$ cat config.mk
export PLATFORM = sky130hd
export DESIGN_NAME = priority_task_scheduler_sleep_unit_flat
export DESIGN_NICKNAME = d
export VERILOG_FILES = /design/src/rtl/core/pts_pkg.sv /design/src/rtl/core/pts_if.sv /design/src/rtl/core/pts_ram.sv /design/src/rtl/core/priority_task_scheduler_sleep_unit.sv /design/src/flat_wrapper.sv
export SDC_FILE = /design/constraint.sdc
export NUM_CORES = 2
export LEC_CHECK = 0
export CAP_MARGIN = 20
export CORE_ASPECT_RATIO = 1.2
export CORE_MARGIN = 3
export CORE_UTILIZATION = 65
export DETAILED_ROUTE_END_ITERATION = 12
export DONT_BUFFER_PORTS = 1
export PLACE_DENSITY = 0.83
export REMOVE_ABC_BUFFERS = 1
export SLEW_MARGIN = 20
export SYNTH_ARGS = -nofsm -noshare
export SYNTH_HDL_FRONTEND = slang
export SYNTH_SLANG_ARGS = --single-unit
$ cat constraint.sdc
create_clock -name clk -period 14.3 [get_ports clk]
set_clock_uncertainty 0.05 [all_clocks]
set_input_delay 2.145 -clock clk [delete_from_list [all_inputs] [get_ports clk]]
set_output_delay 2.145 -clock clk [all_outputs]
set_load 0.03 [all_outputs]
$ cat src/rtl/core/pts_pkg.sv
// ----------------------------------------------------------------------------
// pts_pkg: shared constants for the priority task scheduler
// Command, status and task mode codes, field widths and default sizes.
// ----------------------------------------------------------------------------
package pts_pkg;

	localparam int NUM_TASKS_DEF  = 16;
	localparam int NUM_LEVELS_DEF = 16;
	localparam int TICK_MS_DEF    = 55;

	localparam int CMD_W    = 3;
	localparam int ID_W     = 4;
	localparam int PRIO_W   = 4;
	localparam int MS_W     = 32;
	localparam int STATUS_W = 2;
	localparam int WOKEN_W  = 5;
	localparam int TICKS_W  = 32;
	localparam int LEFT_W   = 27;
	localparam int MODE_W   = 3;

	localparam logic [LEFT_W-1:0] SLEEP_MAX = {LEFT_W{1'b1}};

	localparam logic [CMD_W-1:0] CMD_CREATE   = 3'd0;
	localparam logic [CMD_W-1:0] CMD_TICK     = 3'd1;
	localparam logic [CMD_W-1:0] CMD_SLEEP    = 3'd2;
	localparam logic [CMD_W-1:0] CMD_YIELD    = 3'd3;
	localparam logic [CMD_W-1:0] CMD_EXIT     = 3'd4;
	localparam logic [CMD_W-1:0] CMD_DISPATCH = 3'd5;

	localparam logic [STATUS_W-1:0] ST_OK       = 2'd0;
	localparam logic [STATUS_W-1:0] ST_NO_READY = 2'd1;
	localparam logic [STATUS_W-1:0] ST_BAD      = 2'd2;

	localparam logic [MODE_W-1:0] MODE_UNUSED   = 3'd0;
	localparam logic [MODE_W-1:0] MODE_READY    = 3'd1;
	localparam logic [MODE_W-1:0] MODE_RUNNING  = 3'd2;
	localparam logic [MODE_W-1:0] MODE_SLEEPING = 3'd3;
	localparam logic [MODE_W-1:0] MODE_KILLED   = 3'd4;

endpackage

$ cat src/rtl/core/pts_if.sv
// ----------------------------------------------------------------------------
// pts_if: request and response channels of the scheduler
// Valid/ready channels; a request moves when valid and ready are both high.
// ----------------------------------------------------------------------------
interface pts_in_if;
	logic                              valid;
	logic                              ready;
	logic [pts_pkg::CMD_W-1:0]         command;
	logic [pts_pkg::ID_W-1:0]          task_id;
	logic [pts_pkg::PRIO_W-1:0]        priority_req;
	logic signed [pts_pkg::MS_W-1:0]   sleep_ms;

	modport source (output valid, command, task_id, priority_req, sleep_ms, input ready);
	modport sink   (input valid, command, task_id, priority_req, sleep_ms, output ready);
endinterface

interface pts_out_if;
	logic                          valid;
	logic                          ready;
	logic [pts_pkg::STATUS_W-1:0]  status;
	logic [pts_pkg::ID_W-1:0]      current_task;
	logic                          current_valid;
	logic [pts_pkg::WOKEN_W-1:0]   woken_count;
	logic [pts_pkg::TICKS_W-1:0]   tick_count;

	modport source (output valid, status, current_task, current_valid, woken_count,
		tick_count, input ready);
	modport sink   (input valid, status, current_task, current_valid, woken_count,
		tick_count, output ready);
endinterface

$ cat src/rtl/core/pts_ram.sv
// ----------------------------------------------------------------------------
// pts_ram: generic single-write, single-read RAM
// One write port, one read port with registered read data.
// ----------------------------------------------------------------------------
module pts_ram #(
	parameter int WIDTH = 8,
	parameter int DEPTH = 16
) (
	input  logic                     clk,
	input  logic                     we,
	input  logic [$clog2(DEPTH)-1:0] waddr,
	input  logic [WIDTH-1:0]         wdata,
	input  logic [$clog2(DEPTH)-1:0] raddr,
	output logic [WIDTH-1:0]         rdata
);

	logic [WIDTH-1:0] mem [DEPTH];

	always_ff @(posedge clk) begin
		if (we) begin
			mem[waddr] <= wdata;
		end
		rdata <= mem[raddr];
	end

endmodule

$ cat src/rtl/core/priority_task_scheduler_sleep_unit.sv
// Create passes through the create state; yield, exit and dispatch scan the level queues, through
// all NUM_LEVELS when every queue is empty; sleep first multiplies by the ms / TICK_MS reciprocal;
// tick walks the sleep list. Throughput: one request at a time; the next request is taken
// once the sequencer is back in idle, even while the previous response still waits on rsp.ready.
// Reset (arst_n low): all slots unused, queues and sleep list empty, no task
// running, tick count zero. Queue storage in RAM is not cleared.
// ----------------------------------------------------------------------------
// priority_task_scheduler_sleep_unit: multilevel FIFO task scheduler
// Per-level ready queues in one RAM, a sleep list, a running task and a tick
// counter, driven by a small sequencer around a constant reciprocal multiplier.
// ----------------------------------------------------------------------------
module priority_task_scheduler_sleep_unit #(
	parameter int NUM_TASKS  = pts_pkg::NUM_TASKS_DEF,
	parameter int NUM_LEVELS = pts_pkg::NUM_LEVELS_DEF,
	parameter int TICK_MS    = pts_pkg::TICK_MS_DEF
) (
	input logic        clk,
	input logic        arst_n,
	pts_in_if.sink     req,
	pts_out_if.source  rsp
);

	// task index, level index, fill count and RAM address widths
	localparam int TW    = $clog2(NUM_TASKS);
	localparam int LW    = (NUM_LEVELS > 1) ? $clog2(NUM_LEVELS) : 1;
	localparam int FW    = TW + 1;
	localparam int DEPTH = NUM_LEVELS * NUM_TASKS;
	localparam int AW    = $clog2(DEPTH);
	// ms / TICK_MS on the 31 magnitude bits of sleep_ms:
	// q = (ms * ceil(2^(31+L) / TICK_MS)) >> (31+L), L = clog2(TICK_MS); exact for ms < 2^31
	localparam int QW    = pts_pkg::MS_W - 1;
	localparam int DL    = $clog2(TICK_MS);
	localparam int SH    = QW + DL;
	localparam int MW    = QW + 1;
	localparam int PW    = QW + MW;
	localparam logic [63:0] RECIP_FULL =
		((64'd1 << SH) + 64'(TICK_MS - 1)) / 64'(TICK_MS);
	localparam logic [MW-1:0] RECIP = RECIP_FULL[MW-1:0];

	localparam logic [3:0] S_IDLE   = 4'd0;
	localparam logic [3:0] S_CREATE = 4'd1;
	localparam logic [3:0] S_TICK   = 4'd2;
	localparam logic [3:0] S_DIV    = 4'd3;
	localparam logic [3:0] S_SLPFIN = 4'd4;
	localparam logic [3:0] S_SCAN   = 4'd5;
	localparam logic [3:0] S_TAKE   = 4'd6;
	localparam logic [3:0] S_RESP   = 4'd7;

	logic [3:0] state_q;

	// per-task state
	logic [pts_pkg::MODE_W-1:0] mode_q    [NUM_TASKS];
	logic [LW-1:0]              level_q   [NUM_TASKS];
	logic [pts_pkg::LEFT_W-1:0] left_q    [NUM_TASKS];
	logic                       forever_q [NUM_TASKS];
	// sleep list in insertion order
	logic [TW-1:0]              order_q   [NUM_TASKS];
	logic [FW-1:0]              len_q;
	// per-level queue pointers; entries live in the RAM
	logic [TW-1:0]              head_q    [NUM_LEVELS];
	logic [FW-1:0]              fill_q    [NUM_LEVELS];

	logic [TW-1:0]              run_task_q;
	logic                       run_valid_q;
	logic [pts_pkg::TICKS_W-1:0] ticks_q;

	// request context
	logic [TW-1:0]              tid_q;
	logic                       tid_ok_q;
	logic [LW-1:0]              prio_q;
	logic [pts_pkg::STATUS_W-1:0] status_q;
	logic [pts_pkg::WOKEN_W-1:0]  woken_q;
	logic [LW-1:0]              lv_q;
	logic [FW-1:0]              idx_q;
	logic [FW-1:0]              keep_q;

	// sleep time divide
	logic [QW-1:0]              ms_q;
	logic [PW-1:0]              prod_q;

	// response register
	logic                          out_valid_q;
	logic [pts_pkg::STATUS_W-1:0]  out_status_q;
	logic [pts_pkg::ID_W-1:0]      out_task_q;
	logic                          out_cur_q;
	logic [pts_pkg::WOKEN_W-1:0]   out_woken_q;
	logic [pts_pkg::TICKS_W-1:0]   out_ticks_q;

	logic in_fire;
	logic run_ok;
	logic create_ok;
	logic [pts_pkg::STATUS_W-1:0] in_status;
	logic [TW-1:0] tick_t;
	logic tick_busy;
	logic tick_dec;
	logic tick_wake;

	// make-ready: append a task to the tail of its level's queue
	logic          mr_fire;
	logic [TW-1:0] mr_task;
	logic [LW-1:0] mr_lv;
	logic [FW-1:0] mr_sum;
	logic [TW-1:0] mr_pos;

	logic [AW-1:0] ram_waddr;
	logic [AW-1:0] ram_raddr;
	logic [TW-1:0] ram_rdata;

	logic [pts_pkg::MS_W-1:0] sleep_cnt;
	logic [pts_pkg::LEFT_W-1:0] sleep_sat;
	logic [FW-1:0] head_inc;

	assign req.ready = (state_q == S_IDLE);
	assign in_fire   = req.valid && req.ready;

	assign run_ok    = run_valid_q && (mode_q[run_task_q] == pts_pkg::MODE_RUNNING);
	assign create_ok = tid_ok_q && (mode_q[tid_q] == pts_pkg::MODE_UNUSED ||
		mode_q[tid_q] == pts_pkg::MODE_KILLED);

	// status decided at acceptance; create and pick outcomes follow later
	always_comb begin
		in_status = pts_pkg::ST_OK;
		case (req.command)
			pts_pkg::CMD_SLEEP, pts_pkg::CMD_YIELD, pts_pkg::CMD_EXIT: begin
				if (!run_ok) begin
					in_status = pts_pkg::ST_BAD;
				end
			end
			pts_pkg::CMD_DISPATCH: begin
				if (run_valid_q) begin
					in_status = pts_pkg::ST_BAD;
				end
			end
			default: begin
				in_status = pts_pkg::ST_OK;
			end
		endcase
	end

	// tick walk: one sleep-list entry per cycle
	assign tick_busy = (idx_q != len_q);
	assign tick_t    = order_q[idx_q[TW-1:0]];
	assign tick_dec  = !forever_q[tick_t] && (left_q[tick_t] != '0);
	assign tick_wake = tick_dec && (left_q[tick_t] == pts_pkg::LEFT_W'(1));

	always_comb begin
		mr_fire = 1'b0;
		mr_task = tid_q;
		mr_lv   = prio_q;
		case (state_q)
			S_IDLE: begin
				if (in_fire && req.command == pts_pkg::CMD_YIELD && run_ok) begin
					mr_fire = 1'b1;
					mr_task = run_task_q;
					mr_lv   = level_q[run_task_q];
				end
			end
			S_CREATE: begin
				mr_fire = create_ok;
			end
			S_TICK: begin
				mr_fire = tick_busy && tick_wake;
				mr_task = tick_t;
				mr_lv   = level_q[tick_t];
			end
			default: begin
				mr_fire = 1'b0;
			end
		endcase
	end

	assign mr_sum = FW'(head_q[mr_lv]) + fill_q[mr_lv];
	assign mr_pos = (mr_sum >= FW'(NUM_TASKS)) ? TW'(mr_sum - FW'(NUM_TASKS)) : TW'(mr_sum);

	assign ram_waddr = AW'(AW'(mr_lv) * AW'(NUM_TASKS)) + AW'(mr_pos);
	assign ram_raddr = AW'(AW'(lv_q) * AW'(NUM_TASKS)) + AW'(head_q[lv_q]);

	pts_ram #(
		.WIDTH (TW),
		.DEPTH (DEPTH)
	) u_ready_ram (
		.clk   (clk),
		.we    (mr_fire),
		.waddr (ram_waddr),
		.wdata (mr_task),
		.raddr (ram_raddr),
		.rdata (ram_rdata)
	);

	// quotient from the registered product, then +1 and saturate
	assign sleep_cnt = pts_pkg::MS_W'(prod_q >> SH) + pts_pkg::MS_W'(1);
	assign sleep_sat = (sleep_cnt > pts_pkg::MS_W'(pts_pkg::SLEEP_MAX)) ? pts_pkg::SLEEP_MAX :
		pts_pkg::LEFT_W'(sleep_cnt);

	assign head_inc = FW'(head_q[lv_q]) + FW'(1);

	always_ff @(posedge clk or negedge arst_n) begin
		if (!arst_n) begin
			state_q     <= S_IDLE;
			for (int i = 0; i < NUM_TASKS; i++) begin
				mode_q[i]    <= pts_pkg::MODE_UNUSED;
				level_q[i]   <= '0;
				left_q[i]    <= '0;
				forever_q[i] <= 1'b0;
			end
			for (int l = 0; l < NUM_LEVELS; l++) begin
				head_q[l] <= '0;
				fill_q[l] <= '0;
			end
			len_q       <= '0;
			run_task_q  <= '0;
			run_valid_q <= 1'b0;
			ticks_q     <= '0;
			out_valid_q <= 1'b0;
		end else begin
			// S_RESP handles the response register itself
			if (rsp.ready && state_q != S_RESP) begin
				out_valid_q <= 1'b0;
			end

			if (mr_fire) begin
				mode_q[mr_task] <= pts_pkg::MODE_READY;
				fill_q[mr_lv]   <= fill_q[mr_lv] + FW'(1);
			end

			case (state_q)
				S_IDLE: begin
					if (in_fire) begin
						woken_q  <= '0;
						status_q <= in_status;
						lv_q     <= '0;
						tid_q    <= TW'(req.task_id);
						tid_ok_q <= (32'(req.task_id) < NUM_TASKS);
						prio_q   <= (32'(req.priority_req) < NUM_LEVELS) ?
							LW'(req.priority_req) : LW'(NUM_LEVELS - 1);
						case (req.command)
							pts_pkg::CMD_CREATE: begin
								state_q <= S_CREATE;
							end
							pts_pkg::CMD_TICK: begin
								ticks_q <= ticks_q + 1'b1;
								idx_q   <= '0;
								keep_q  <= '0;
								state_q <= S_TICK;
							end
							pts_pkg::CMD_SLEEP, pts_pkg::CMD_YIELD, pts_pkg::CMD_EXIT: begin
								if (!run_ok) begin
									state_q  <= S_RESP;
								end else if (req.command == pts_pkg::CMD_SLEEP) begin
									if (req.sleep_ms[pts_pkg::MS_W-1]) begin
										forever_q[run_task_q] <= 1'b1;
										left_q[run_task_q]    <= '0;
										mode_q[run_task_q]    <= pts_pkg::MODE_SLEEPING;
										order_q[len_q[TW-1:0]] <= run_task_q;
										len_q       <= len_q + FW'(1);
										run_valid_q <= 1'b0;
										state_q     <= S_SCAN;
									end else begin
										ms_q    <= req.sleep_ms[QW-1:0];
										state_q <= S_DIV;
									end
								end else begin
									if (req.command == pts_pkg::CMD_EXIT) begin
										mode_q[run_task_q] <= pts_pkg::MODE_KILLED;
									end
									run_valid_q <= 1'b0;
									state_q     <= S_SCAN;
								end
							end
							pts_pkg::CMD_DISPATCH: begin
								if (run_valid_q) begin
									state_q  <= S_RESP;
								end else begin
									state_q <= S_SCAN;
								end
							end
							default: begin
								state_q <= S_RESP;
							end
						endcase
					end
				end
				S_CREATE: begin
					if (create_ok) begin
						level_q[tid_q]   <= prio_q;
						left_q[tid_q]    <= '0;
						forever_q[tid_q] <= 1'b0;
					end else begin
						status_q <= pts_pkg::ST_BAD;
					end
					state_q <= S_RESP;
				end
				S_TICK: begin
					if (tick_busy) begin
						if (tick_dec) begin
							left_q[tick_t] <= left_q[tick_t] - pts_pkg::LEFT_W'(1);
						end
						if (tick_wake) begin
							woken_q <= woken_q + pts_pkg::WOKEN_W'(1);
						end else begin
							order_q[keep_q[TW-1:0]] <= tick_t;
							keep_q <= keep_q + FW'(1);
						end
						idx_q <= idx_q + FW'(1);
					end else begin
						len_q   <= keep_q;
						state_q <= S_RESP;
					end
				end
				S_DIV: begin
					// one wide multiply by the constant reciprocal
					prod_q  <= PW'(ms_q) * PW'(RECIP);
					state_q <= S_SLPFIN;
				end
				S_SLPFIN: begin
					forever_q[run_task_q]  <= 1'b0;
					left_q[run_task_q]     <= sleep_sat;
					mode_q[run_task_q]     <= pts_pkg::MODE_SLEEPING;
					order_q[len_q[TW-1:0]] <= run_task_q;
					len_q       <= len_q + FW'(1);
					run_valid_q <= 1'b0;
					state_q     <= S_SCAN;
				end
				S_SCAN: begin
					// read of the head entry is issued at every scanned level
					if (fill_q[lv_q] != '0) begin
						state_q <= S_TAKE;
					end else if (lv_q == LW'(NUM_LEVELS - 1)) begin
						run_valid_q <= 1'b0;
						status_q    <= pts_pkg::ST_NO_READY;
						state_q     <= S_RESP;
					end else begin
						lv_q <= lv_q + LW'(1);
					end
				end
				S_TAKE: begin
					head_q[lv_q] <= (head_inc == FW'(NUM_TASKS)) ? '0 : TW'(head_inc);
					fill_q[lv_q] <= fill_q[lv_q] - FW'(1);
					mode_q[ram_rdata] <= pts_pkg::MODE_RUNNING;
					run_task_q  <= ram_rdata;
					run_valid_q <= 1'b1;
					state_q     <= S_RESP;
				end
				S_RESP: begin
					if (!out_valid_q || rsp.ready) begin
						out_valid_q  <= 1'b1;
						out_status_q <= status_q;
						out_task_q   <= run_valid_q ? pts_pkg::ID_W'(run_task_q) : '0;
						out_cur_q    <= run_valid_q;
						out_woken_q  <= woken_q;
						out_ticks_q  <= ticks_q;
						state_q      <= S_IDLE;
					end
				end
				default: begin
					state_q <= S_IDLE;
				end
			endcase
		end
	end

	assign rsp.valid         = out_valid_q;
	assign rsp.status        = out_status_q;
	assign rsp.current_task  = out_task_q;
	assign rsp.current_valid = out_cur_q;
	assign rsp.woken_count   = out_woken_q;
	assign rsp.tick_count    = out_ticks_q;

	// a running task is always marked running while idle
	a_run_mode: assert property (@(posedge clk) disable iff (!arst_n)
		(state_q == S_IDLE && run_valid_q) |-> mode_q[run_task_q] == pts_pkg::MODE_RUNNING)
		else $error("running task not in running mode");

	// the sleep list never holds more entries than slots
	a_sleep_len: assert property (@(posedge clk) disable iff (!arst_n)
		len_q <= FW'(NUM_TASKS))
		else $error("sleep list overflow");

	// a tick request advances the tick counter by one
	a_tick_inc: assert property (@(posedge clk) disable iff (!arst_n)
		(in_fire && req.command == pts_pkg::CMD_TICK) |=> ticks_q == $past(ticks_q) + 1'b1)
		else $error("tick counter did not advance");

	// a pick only takes from a non-empty level
	a_take_fill: assert property (@(posedge clk) disable iff (!arst_n)
		(state_q == S_TAKE) |-> fill_q[lv_q] != '0)
		else $error("pick from empty level");

endmodule
$ cat src/flat_wrapper.sv
// flat-port wrapper written by rule: the top's interface ports become plain ports
module priority_task_scheduler_sleep_unit_flat 
#(
	parameter int NUM_TASKS  = pts_pkg::NUM_TASKS_DEF,
	parameter int NUM_LEVELS = pts_pkg::NUM_LEVELS_DEF,
	parameter int TICK_MS    = pts_pkg::TICK_MS_DEF
)
  (clk, arst_n, req_valid, req_command, req_task_id, req_priority_req, req_sleep_ms, req_ready, rsp_valid, rsp_status, rsp_current_task, rsp_current_valid, rsp_woken_count, rsp_tick_count, rsp_ready);
  pts_in_if req_i ();
  pts_out_if rsp_i ();
  input logic clk;
  input logic arst_n;
  input wire logic [$bits(req_i.valid)-1:0] req_valid;
  input wire logic [$bits(req_i.command)-1:0] req_command;
  input wire logic [$bits(req_i.task_id)-1:0] req_task_id;
  input wire logic [$bits(req_i.priority_req)-1:0] req_priority_req;
  input wire logic [$bits(req_i.sleep_ms)-1:0] req_sleep_ms;
  output wire logic [$bits(req_i.ready)-1:0] req_ready;
  output wire logic [$bits(rsp_i.valid)-1:0] rsp_valid;
  output wire logic [$bits(rsp_i.status)-1:0] rsp_status;
  output wire logic [$bits(rsp_i.current_task)-1:0] rsp_current_task;
  output wire logic [$bits(rsp_i.current_valid)-1:0] rsp_current_valid;
  output wire logic [$bits(rsp_i.woken_count)-1:0] rsp_woken_count;
  output wire logic [$bits(rsp_i.tick_count)-1:0] rsp_tick_count;
  input wire logic [$bits(rsp_i.ready)-1:0] rsp_ready;
  assign req_i.valid = req_valid;
  assign req_i.command = req_command;
  assign req_i.task_id = req_task_id;
  assign req_i.priority_req = req_priority_req;
  assign req_i.sleep_ms = req_sleep_ms;
  assign req_ready = req_i.ready;
  assign rsp_valid = rsp_i.valid;
  assign rsp_status = rsp_i.status;
  assign rsp_current_task = rsp_i.current_task;
  assign rsp_current_valid = rsp_i.current_valid;
  assign rsp_woken_count = rsp_i.woken_count;
  assign rsp_tick_count = rsp_i.tick_count;
  assign rsp_i.ready = rsp_ready;
  priority_task_scheduler_sleep_unit #(.NUM_TASKS(NUM_TASKS), .NUM_LEVELS(NUM_LEVELS), .TICK_MS(TICK_MS)) u_core (.clk(clk), .arst_n(arst_n), .req(req_i), .rsp(rsp_i));
endmodule
Word level (Yosys, flattened, before mapping)
Memories as Yosys holds them, arrays and structs flattened. A register that Yosys moved wholly into a read port is not among the register bits.
Cells that the tools add are included.

word-level totals
  bits in registers = 914
  bits in writable memories = 1088
  bits of input ports = 47
  output and inout port bits = 46
  memories kept = 2

cells by class
  add/subtract/negate cells = 15
  $mul = 1
  $lt $le $gt $ge = 16
  eq/ne operators = 38
  mux-type cells = 167
  bitwise logic cells = 30
  reductions and logical operators = 53

memory list
  name                    words  width  rd ports  clocked after memory_dff  wr ports  line                                      text
  u_core.u_ready_ram.mem  256    4      1         1                         1         pts_ram.sv:17                             logic [WIDTH-1:0] mem [DEPTH];
  u_core.order_q          16     4      1         1                         1         priority_task_scheduler_sleep_unit.sv:57  logic [TW-1:0] order_q [NUM_TASKS];

operator list
  kind                                                  number
  two-way mux 432 bit                                   8
  case mux 432 bit (4 select lines)                     1
  bitwise AND 432 bit                                   2
  bitwise mux 432 bit                                   2
  NOT 432 bit                                           2
  two-way mux 48 bit                                    7
  demux 27 bit (select 4 bit)                           3
  two-way mux 27 bit                                    6
  bitwise mux 80 bit                                    2
  two-way mux 80 bit                                    2
  case mux 48 bit (3 select lines)                      1
  bitwise mux 64 bit                                    2
  binary-select mux 27 bit (select 4 bit)               1
  two-way mux 4 bit                                     27
  two-way mux 5 bit                                     20
  bitwise AND 32 bit                                    3
  two-way mux 16 bit                                    6
  NOT 32 bit                                            3
  binary-select mux 4 bit (select 4 bit)                4
  bitwise OR 16 bit                                     4
  multiplier 31 x 28 -> 59 bit (second input constant)  1
  bitwise AND 16 bit                                    3
  NOT 16 bit                                            3
  case mux 16 bit (3 select lines)                      1
  other kinds (71)                                      206

Longest topological paths before layout
  depth in word-level cells = 24
  depth in mapped cells = 31
  mapped depth without buffers = 28

Hierarchy
Synthesis repeated with hierarchy kept, for this count alone.

unflattened totals
  cell total of the unflattened synthesis = 8378
  area total of the unflattened synthesis = 105892.8 um2

modules (own cells, without submodules)
  module                              times used  cells each  area each (um2)  sequential area each (um2)
  priority_task_scheduler_sleep_unit  1           6327        65217.5          24673.7
  pts_ram                             1           2051        40675.3          30829.6

Worst setup path before layout
Ideal clock, no wire load.

  kind = input to register
  start = in req_command[0]
  end = reg u_core.mode_q[1] (netlist name)
  library setup time = 0.120 ns
  data arrival time = 12.054 ns
  data required time = 14.130 ns
  setup slack = 2.076 ns
  stages on the path = 9
  buffers on the path = 2
  cells stage by stage = clkbuf_1 -> nand4_1 -> or3_1 -> clkbuf_1 -> a21oi_1 -> o221ai_1 -> nand2_1 -> or4_1 -> a31o_2

between the ends
  cells in the longest elaborated chain, start to end = 20

RTL lines
  what                                                                                             line                                                                                  text
  from (decl)                                                                                      flat_wrapper.sv:14                                                                    input wire logic [$bits(req_i.command)-1:0] req_command;
  equality test 3 x 2 -> 1 bit *                                                                   priority_task_scheduler_sleep_unit.sv:152                                             if (in_fire && req.command == pts_pkg::CMD_YIELD && run_ok) begin
  logical AND 1 bit * (2 in series)                                                                priority_task_scheduler_sleep_unit.sv:152
  two-way mux 4 bit *                                                                              priority_task_scheduler_sleep_unit.sv:152
  case mux 4 bit (2 select lines) *                                                                priority_task_scheduler_sleep_unit.sv:150                                             case (state_q)
  via u_core.mr_task[2]                                                                            priority_task_scheduler_sleep_unit.sv:100                                             logic [TW-1:0] mr_task;
  NOT 4 -> 5 bit (not written as such) *                                                           priority_task_scheduler_sleep_unit.sv:222                                             mode_q[mr_task] <= pts_pkg::MODE_READY;
  >= comparator 5 bit (not written as such) / < comparator 5 x 1 -> 1 bit (equally long branches)  priority_task_scheduler_sleep_unit.sv:222
  logical AND 1 bit (not written as such)                                                          priority_task_scheduler_sleep_unit.sv:222
  [... 4 more ...]                                                                                 n/a
  two-way mux 48 bit *                                                                             priority_task_scheduler_sleep_unit.sv:221                                             if (mr_fire) begin
  bitwise AND 32 bit (no line) / bitwise OR 32 bit (equally long branches)                         n/a
  two-way mux 48 bit, on equally long branches                                                     priority_task_scheduler_sleep_unit.sv:263, priority_task_scheduler_sleep_unit.sv:250
  two-way mux 48 bit                                                                               priority_task_scheduler_sleep_unit.sv:249                                             end else if (req.command == pts_pkg::CMD_SLEEP) begin
  two-way mux 48 bit                                                                               priority_task_scheduler_sleep_unit.sv:247                                             if (!run_ok) begin
  two-way mux 48 bit                                                                               priority_task_scheduler_sleep_unit.sv:236                                             case (req.command)
  two-way mux 48 bit                                                                               priority_task_scheduler_sleep_unit.sv:228                                             if (in_fire) begin
  case mux 48 bit (3 select lines) *                                                               priority_task_scheduler_sleep_unit.sv:226                                             case (state_q)
  to (signal, indexed assignment)                                                                  priority_task_scheduler_sleep_unit.sv:222
  to (signal, indexed assignment)                                                                  priority_task_scheduler_sleep_unit.sv:253                                             mode_q[run_task_q] <= pts_pkg::MODE_SLEEPING;
  to (signal, indexed assignment)                                                                  priority_task_scheduler_sleep_unit.sv:264                                             mode_q[run_task_q] <= pts_pkg::MODE_KILLED;
  to (decl)                                                                                        priority_task_scheduler_sleep_unit.sv:52                                              logic [pts_pkg::MODE_W-1:0] mode_q [NUM_TASKS];

The timed path passes the listed nets; every way through them passes the cells marked *.
A chain may end at the register's enable or synchronous reset.

==> impl_metrics.ini <==
[global_route]
grt_antenna_before_repair = 19
grt_pass1_vias = 83800
grt_max_degree = 761
grt_pass1_wl_mm = 535
grt_use_total_pct = 41.7
grt_overflow_total = 0

[cells_and_area]
final_common_cell = edfxtp_1
nets = 9437
stdcell_count = 11100
multi_input_comb_area_um2 = 48600
layout-drive-gt1-share_pct = 12.7
register_area_um2 = 55500
final_util_pct = 71.0
mostFrequentLayoutCells = 1,218 x edfxtp_1, 837 x nand2_1, 748 x dfrtp_1
area_growth_syn_to_layout_pct = 8.11
fillers = 10600

[synthesis]
yosys_most_used_dff = edfxtp_1
async_reset_ff_share_pct = 38.0
netlist_instances = 9086
yosysTopAreaCellShare_pct = 33.7
seq_area_frac_synth_pct = 51.2
synth_area_leader_cell = edfxtp_1
synth_cell_type_count = 102
synth-warning-count = 0
synth_area_leaders = edfxtp_1 34%, dfrtp_1 17%, mux2i_1 5.1%
syn_area_um2 = 109000
synth_edf_count = 1218
yosys_register_bits = 1976
avgSynthCellArea_um2 = 11.9

[setup_path]
cp-start-kind = flop
cp_max_fo = 61
crit_required_ns = 14.72
rrSetupSlack_ns = 4.72
critPathKind = flop to flop
r2r_end = u_core.u_ready_ram.mem[176][0]
crit_arrival_ns = 10.00
reg2regPathDepth = 20
crit_path_end_kind = flop

[clock_tree]
cts_resized = 0
cts.clk_slew.worst_paths_ns = 0.07
h-tree-depth = 4
cts_tree = done
cts_sinks = 1976
clkLatencyLatePin_ns = 0.93
postCtsSetupRepairBufs = 0
clockBufferDepth = 3
cts_hold_buf = 0
cts_buffers = 190
cts_root_buf = clkbuf_16

[hold_path]
hp-start = u_core.left_q[117]
hold_path_end = u_core.left_q[117]
min_path_type = flop to flop
whs_path_depth = 2

[timing]
finalCriticalPeriod_ns = 9.58
hold_viol_final = 0
setup_tns_ns = 0
fin_crit_sh_pct = 67.0
grt_setup_unrepaired = no
layout_setup_ws_ns = 4.72
setup_viol = 0
max_slew_margin_pct = -11.5
tightest_slew_ns = 1.67
fmax_mhz = 104
holdWs_ns = 0.422
drv_slew = 163

[place]
routabilityCongestion = 1.03
dpl.cell_count = 10700
pre_cts_ws_ns = 5.13
io_buffers = 0
post-dp-hpwl_mm = 222

[floorplan]
design.core.area_um2 = 165000
die_area_um2 = 172000
chipHeight_um = 454
rows = 163
ioPinCount = 93
die_w_um = 379
start_util_pct = 65.7

[detailed_routing]
routedWlPerCell_um = 32.3
first_pass_iters = 11
antenna_left = 0
viasPerCell = 7.55
routed_wirelength_mm = 359
drt_iter0_drc = 13600
num_vias = 83800
drc = 0

[power_and_ir_drop]
leakage_nw = 44.6
clkPwrFrac_pct = 21.9
combPwrFrac_pct = 46.9
vdd_drop_max_mv = 0.605
power_frac_seq_pct = 31.2
power.switching_mw = 11.7
internal_power_mw = 12.8
p_per_area_nw_per_um2 = 209
swShare_pct = 47.7

[status]
violations = slew limit
status = complete, but fails checks

[run]
maxCapViolCount = 0
==> metal layers <==
layer  vias to the layer above  part of all wire (%)  global-route usage, %
li1                      33700                     -                      -
met1                     40900                    33                   50.5
met2                      7181                    45                   63.3
met3                      2013                    13                   12.7
met4                        10                   9.1                   30.8
met5                         -                 0.017                      0
==> layout make-up <==
class / instances / area share [%]
Sequential cell: 1976 / 47.3
Multi-Input combinational cell: 5892 / 41.4
Clock buffer: 242 / 4.38
Tap cell: 2145 / 2.29
Timing Repair Buffer: 234 / 1.68
Inverter: 493 / 1.59
Clock inverter: 112 / 1.31
Antenna cell: 11 / 0.0235
==> synth_stat cells, drive strengths merged, types with 211 or more instances <==
| cell type | n |
|---|---|
| clkbuf | 515 |
| a22oi | 211 |
| o22ai | 251 |
| nor4 | 281 |
| nand2 | 841 |
| edfxtp | 1218 |
| nor2 | 464 |
| fa | 263 |
| dfrtp | 750 |
| ha | 340 |
| a21oi | 481 |
| mux2i | 552 |
| mux4 | 233 |
| o21ai | 423 |
| inv | 488 |
==> critical path, stage by stage (launching register included) <==
cell,delay [ns]
dfxtp_1,0.85
mux4_2,0.41
a22oi_1,0.34
and2_2,0.22
buf_4,0.53
nand2_1,0.49
nor4_1,0.86
a21oi_2,0.26
nand3_2,0.15
buf_4,0.57
mux2_2,0.40
o211ai_1,0.16
o211a_1,0.60
inv_2,0.10
ha_1,0.24
a21o_1,0.20
a21oi_1,0.21
xor2_1,0.50
xor2_4,0.41
buf_4,0.51
nor4_1,0.93
==> through the flow <==
| stage | power (mW) | instance area, um2 |
|---|---|---|
| 6_report | 24.5 | 117000 |
| 3_3_place_gp | 18.3 | 110000 |
| 5_1_grt | 25.1 | 117000 |
| 3_5_place_dp | 18.5 | 110000 |
| 4_1_cts | 23.9 | 117000 |
| 2_1_floorplan | 13.7 | 105000 |
==> power by group through the flow <==
stage               combinational (mW)  sequential, mW  clock (mW)
floorplan                         6.10            7.61           0
global placement                  10.6            7.66           0
detailed placement                10.8            7.69           0
CTS                               10.9            7.59        5.38
global route                      11.8            7.68        5.61
finish                            11.5            7.63        5.37
==> worst max path at each step <==
| stage | to | startpoint | cells past startpoint | slack, ns |
|---|---|---|---|---|
| final | u_core.u_ready_ram.mem[176][0] | flop | 20 | 4.72 |
| after floorplan | u_core.u_ready_ram.mem[216][0] | flop | 18 | -6.86 |
| after detailed placement | u_core.u_ready_ram.mem[176][1] | flop | 20 | 5.13 |
| after global routing | u_core.u_ready_ram.mem[176][0] | flop | 20 | 4.39 |
| after global placement | u_core.u_ready_ram.mem[213][0] | flop | 20 | 5.43 |
| after CTS | u_core.u_ready_ram.mem[176][0] | flop | 20 | 4.94 |
==> cell families (layout without fill, tap and decap cells) <==
kind of cell | after synthesis | count (layout) | share of synthesized area [%]
AOI/OAI and AO/OA | 2161 | 2161 | 13.5
and+or+nand+nor | 2102 | 2102 | 9.90
DFF | 1976 | 1976 | 51.2
buffers and inverters | 1218 | 1081 | 4.59
muxes | 887 | 887 | 11.0
adders and majority gates | 603 | 603 | 8.77
xor gates and xnor gates | 139 | 139 | 1.14
other | 0 | 11 | 0
==> flip-flops by register name, summed over array words and instances (netlist names), 5 cells and up, named ones only <==
register	flops
u_core.woken_q	5
u_core.rsp.woken_count	5
u_core.keep_q	5
u_core.mode_q	48
u_core.prod_q	26
u_core.level_q	64
u_core.ms_q	31
u_core.forever_q	16
u_core.ticks_q	32
u_core.len_q	5
u_core.head_q	64
u_core.order_q	64
u_core.left_q	432
u_core.fill_q	80
u_core.u_ready_ram.mem	1024
u_core.idx_q	5
u_core.rsp.tick_count	32
Note: power is estimated with default switching activity, not from simulation.
